**src/rtl/chm_pkg.sv**
```systemverilog
package chm_pkg;

    typedef enum logic [1:0] {
        ACT_INSERT = 2'd0,
        ACT_LOOKUP = 2'd1,
        ACT_REMOVE = 2'd2,
        ACT_UNUSED = 2'd3
    } t_action;

    typedef enum logic [1:0] {
        ST_DONE      = 2'd0,
        ST_NOT_FOUND = 2'd1,
        ST_POOL_FULL = 2'd2,
        ST_RESERVED  = 2'd3
    } t_status;

    typedef enum logic [4:0] {
        S_INIT,
        S_IDLE,
        S_INS_SLOT,
        S_INS_HEAD,
        S_INS_LINK,
        S_FIND_HEAD,
        S_FIND_LOAD,
        S_WALK,
        S_CMP,
        S_RCHK,
        S_R_CLR,
        S_R_BKT,
        S_R_BKT_WAIT,
        S_R_ENT,
        S_R_ENT_WAIT,
        S_R_LINK,
        S_FINISH
    } t_state;

    // Load factor limits as integer ratios: grow when 4*count > 3*buckets,
    // shrink when 10*count < buckets, rehash target floor(40*count/17).
    localparam int GROW_NUM   = 4;
    localparam int GROW_DEN   = 3;
    localparam int SHRINK_NUM = 10;
    localparam int TGT_NUM    = 40;
    localparam int TGT_DEN    = 17;

    function automatic logic [63:0] chm_mix(input logic [63:0] k);
        return k ^ (k >> 8) ^ (k >> 16) ^ (k >> 24);
    endfunction

endpackage

```
**src/rtl/chm_lg_calc.sv**
```systemverilog
// Smallest bucket log whose power of two covers max(MIN, floor(40*count/17)),
// capped at the largest bucket count.
module chm_lg_calc
    import chm_pkg::*;
#(
    parameter int MIN_BUCKETS = 16,
    parameter int BW          = 12,
    parameter int CW          = 11,
    parameter int LGW         = 4
) (
    input  logic [CW-1:0]  i_count,
    output logic [LGW-1:0] o_lg
);
    localparam int TW = CW + BW + 8;

    logic [TW-1:0] lhs;

    assign lhs = TW'(TGT_NUM) * TW'(i_count);

    // floor(40c/17) <= N  <=>  40c < 17*(N+1)
    always_comb begin
        o_lg = LGW'(BW);
        for (int j = BW; j >= 0; j--) begin
            if (((64'd1 << j) >= 64'(MIN_BUCKETS)) &&
                (lhs < TW'(TGT_DEN) * (TW'(1) << j) + TW'(TGT_DEN))) begin
                o_lg = LGW'(j);
            end
        end
    end
endmodule

```
**config.mk**
```make
export PLATFORM = sky130hd
export DESIGN_NAME = chm_lg_calc
export DESIGN_NICKNAME = d
export VERILOG_FILES = /design/src/rtl/chm_pkg.sv /design/src/rtl/chm_lg_calc.sv
export SDC_FILE = /design/constraint.sdc
export NUM_CORES = 1
export LEC_CHECK = 0
export BUFFER_PORTS_ARGS = -buffer_cell sky130_fd_sc_hd__clkbuf_2
export CORE_UTILIZATION = 40
export DETAILED_ROUTE_END_ITERATION = 8
export PLACE_DENSITY = 0.69
export SLEW_MARGIN = 30
export SYNTH_ARGS = -nofsm -noshare
export SYNTH_HDL_FRONTEND = slang
export SYNTH_SLANG_ARGS = --single-unit
```
**constraint.sdc**
```tcl
create_clock -name vclk -period 3.99
set_clock_uncertainty 0.2 [all_clocks]
set_input_delay 0.5985 -clock vclk [all_inputs]
set_output_delay 0.5985 -clock vclk [all_outputs]
set_load 0.03 [all_outputs]
```
# Yosys cells after proc, flatten, opt, wreduce, memory -nomap -nowiden
# Index checks and enable logic that the tools add are counted.
# op_classes
magnitude_cmp	8
n_mux	8
n_mul	1
# ops
cell	count
17-bit by 10-bit < comparator with 1-bit output (second input constant)	1
17-bit by 11-bit < comparator with 1-bit output (second input constant)	1
17-bit by 12-bit < comparator with 1-bit output (second input constant)	1
17-bit by 13-bit < comparator with 1-bit output (second input constant)	1
17-bit by 14-bit < comparator with 1-bit output (second input constant)	1
17-bit by 15-bit < comparator with 1-bit output (second input constant)	1
17-bit by 16-bit < comparator with 1-bit output (second input constant)	1
17-bit by 9-bit < comparator with 1-bit output (second input constant)	1
4-bit two-way mux	4
3-bit by 11-bit multiplier with 14-bit output (first input constant)	1
3-bit two-way mux	4
# word_totals
input_bits	11
ff_bits	0
elab_cells	17

# Longest topological paths before layout
# depth
word_depth	10
depth_mapped	11
mapped_depth_nobuf	11

# Worst setup path before layout
# Ideal clock, no wire load.
# synth_timing
kind	input to output
from	input port i_count[1]
to	output port o_lg[1]
n_path_buf	0
t_arrival_ns	3.439
required_time_ns	3.191
setup_slack_ns	-0.247
cell_stages	11
cell_sequence	ha_1 -> ha_1 -> inv_1 -> fa_1 -> nand2b_1 -> a21oi_1 -> xnor2_2 -> a31oi_1 -> or4_1 -> and2_1 -> o22ai_1
# synth_via
elab_chain_cells	10
elab_cells_between_ends	17
cone_classes	1 x mul; 8 x order compare; 8 x mux
# synth_rtl
element	line_no	rtl
start: declaration	chm_lg_calc.sv:11	input logic [CW-1:0] i_count,
3-bit by 11-bit multiplier with 14-bit output (*)	chm_lg_calc.sv:18	assign lhs = TW'(TGT_NUM) * TW'(i_count);
17-bit by 16-bit < comparator with 1-bit output	chm_lg_calc.sv:25	(lhs < TW'(TGT_DEN) * (TW'(1) << j) + TW'(TGT_DEN))) begin
3-bit two-way mux (4 in a row)	chm_lg_calc.sv:24	if (((64'd1 << j) >= 64'(MIN_BUCKETS)) &&
4-bit two-way mux (3 in a row)	chm_lg_calc.sv:24	
4-bit two-way mux (*)	chm_lg_calc.sv:24	
end: declaration	chm_lg_calc.sv:12	output logic [LGW-1:0] o_lg
# Every way passes the cells marked *; elsewhere a longest branch is shown, timed or not.

# Final worst setup path
# layout_timing
from	input port i_count[3]
to	output port o_lg[1]
# The elaborated chain is that of the path after synthesis.

==> flow_summary.ini <==
[finish]
drive_gt1_share_pct = 50.0
syn_to_final_growth_pct = 64.8
final_cells = 183
seq_cell_count = 0
nets = 188
n_fill_cell = 151
register_area_um2 = 0
diodes = 0
clkbuf_count = 0
fin_util_pct = 72.5
final_area_mm2 = 0.00147

[pwr]
finalPower_uw = 382
leakage_nw = 0.649
p_per_area_mw_per_mm2 = 260
max-vdd-ir-drop_mv = 0.139

[drt]
drc = 0
drt-total-wl_mm = 2.68
via_count = 1066
wl_per_cell_um = 14.7
vias_per_cell = 5.83
dr.pass1.iters = 4
drt_first_iter_violations = 8
antenna_left = 0

[place]
placed_area_mm2 = 0.00116
preCtsSetupSlack_ns = -0.307
gp_congestion = 0.838
dpl.cell_count = 178
portBuffers = 15
post-dp-hpwl_mm = 1.93

[logic_synthesis]
synthTopCellsByArea = ha_1 (25%), a21oi_1 (5.1%), mux2i_1 (4.5%)
seq_area_frac_synth_pct = 0
syn-num-nets = 148
avgSynthCellArea_um2 = 7.54
synth.most_common_cell = ha_1
synth_area_um2 = 890
synth_top_cell_by_area = ha_1
synth.distinct_cells = 45
syn-instance-count = 118
synth.top_cell.area_share_pct = 25.3
synth_commonest_cells = ha_1 (18), a21oi_1 (9), nor2_1 (9)
ys_warn_count = 0

[sta]
finalCriticalPeriod_ns = 3.96
fin_ws_ns = 0.0256
max_freq_ghz = 0.252
slew_viol_final = 0
rsz0062_at_grt = yes
holdWs_ns = 1.78
tns_ns = 0
timing.final.crit_share_pct = 99.4
setup_viol = 0
maxSlewHeadroom_pct = 73.7
hold_viol_final = 0
worst_pin_slew_ns = 0.390

[global_routing]
antenna_found_initial = 0
grt-ovfl-total = 0
grt_pass1_wl_mm = 4.37
grt_usage_pct = 22.4
grt_max_degree = 10
grt_pass1_vias = 1062

[worst_setup_path]
slowest_delay_ns = 0.53
path_delay_family = simple AND/OR/NAND/NOR gates
path_buf_inv = 3
path_max_fanout = 3
worstPathCellList = buf_8 > ha_4 > ha_4 > inv_2 > fa_2 > nand2b_4 > a211oi_4 > nor2_4 > mux2i_1 > or4_4 > and2_4 > o22ai_4 > buf_8
slowest_stage = or4_4
arrival_ns = 3.17
path_class = in2out
endpoint_kind = primary output
cp.required_ns = 3.19
startpoint_type = primary input

[job]
max_cap_viol_count = 0

[worst_hold_path]
hp-class = in2out
hold_path_depth = 6
hold_start = i_count[10]
hold_end = o_lg[2]

[die]
io-pin-count = 15
fp.dieW_um = 49.2
rows = 16
core_area_mm2 = 0.00202
initial_core_util_pct = 44.0
fp.dieH_um = 49.2
dieArea_mm2 = 0.00242

[outcome]
status = finished clean
==> cells by family (layout without fill, tap and decap cells) <==
| logic type | after synthesis | count (layout) | synth area share, % |
|---|---|---|---|
| AOI/OAI and AO/OA | 41 | 41 | 32.2 |
| xor gates and xnor gates | 6 | 6 | 7.60 |
| adders and majority gates | 19 | 19 | 27.6 |
| buffers and inverters | 6 | 44 | 2.67 |
| muxes | 4 | 4 | 4.50 |
| and+or+nand+nor | 42 | 42 | 25.5 |
==> power by group <==
part | switching (mW) | internal (mW) | leakage (nW)
registers | 0 | 0 | 0
logic | 0.191 | 0.191 | 0.649
clock network | 0 | 0 | 0
total | 0.191 | 0.191 | 0.649
==> cell usage in the layout, fill, tap and decap left out, types with 2 or more instances in the layout <==
master,synthesis,final
nor2b_1,3,2
nand3_1,4,4
mux2i_1,4,3
clkbuf_2,0,10
a21o_1,2,2
nand2b_4,0,2
a21oi_1,9,7
a211oi_4,1,2
ha_1,18,10
nand2b_1,4,2
ha_4,0,7
buf_8,0,5
nand2_1,8,8
o21a_1,5,5
xnor2_1,3,2
o21ai_1,2,3
nor2_4,0,2
o211ai_1,2,2
o21ai_0,7,5
nor2_2,1,2
nor2_1,9,6
inv_1,4,3
xnor2_2,2,3
buf_4,0,24
==> final cells by class <==
type	count	area, um2	share of cell area, %
multi-input combinational	112	1100	75.1
tap	27	33.8	2.30
inverter	4	15.0	1.02
timing repair buffer	40	317	21.6
==> tightest hold or removal path: stages <==
cell      delay [ns]
clkbuf_2        0.13
o21ba_2         0.18
nand3b_1        0.10
or3b_4          0.18
nand2b_4        0.06
buf_8           0.13
==> worst max-delay path by stage <==
stage | cells after the start | to | slack [ns] | start
2_1_floorplan | 11 | o_lg[1] | -0.02 | i_count[1]
3_3_place_gp | 14 | o_lg[0] | -0.21 | i_count[1]
3_5_place_dp | 13 | o_lg[1] | -0.31 | i_count[1]
4_1_cts | 13 | o_lg[1] | -0.003 | i_count[3]
5_1_grt | 14 | o_lg[1] | -0.08 | i_count[2]
6_report | 13 | o_lg[1] | 0.03 | i_count[3]
==> routing by layer <==
| metal | global-route usage (%) | wire [um] | up-vias |
|---|---|---|---|
| li1 | - | - | 529 |
| met1 | 24.1 | 1110 | 511 |
| met2 | 46.8 | 1490 | 24 |
| met3 | 0.623 | 46 | 2 |
| met4 | 4.41 | 31 | 0 |
| met5 | 0 | 0 | - |
==> timing repair <==
action,in CTS,in global routing
gates resized for setup,33,19
pin swaps,11,9
setup endpoints to repair,4,4
hold buffers,0,0
setup buffers,4,1
Power figures use the tool's default switching activity.
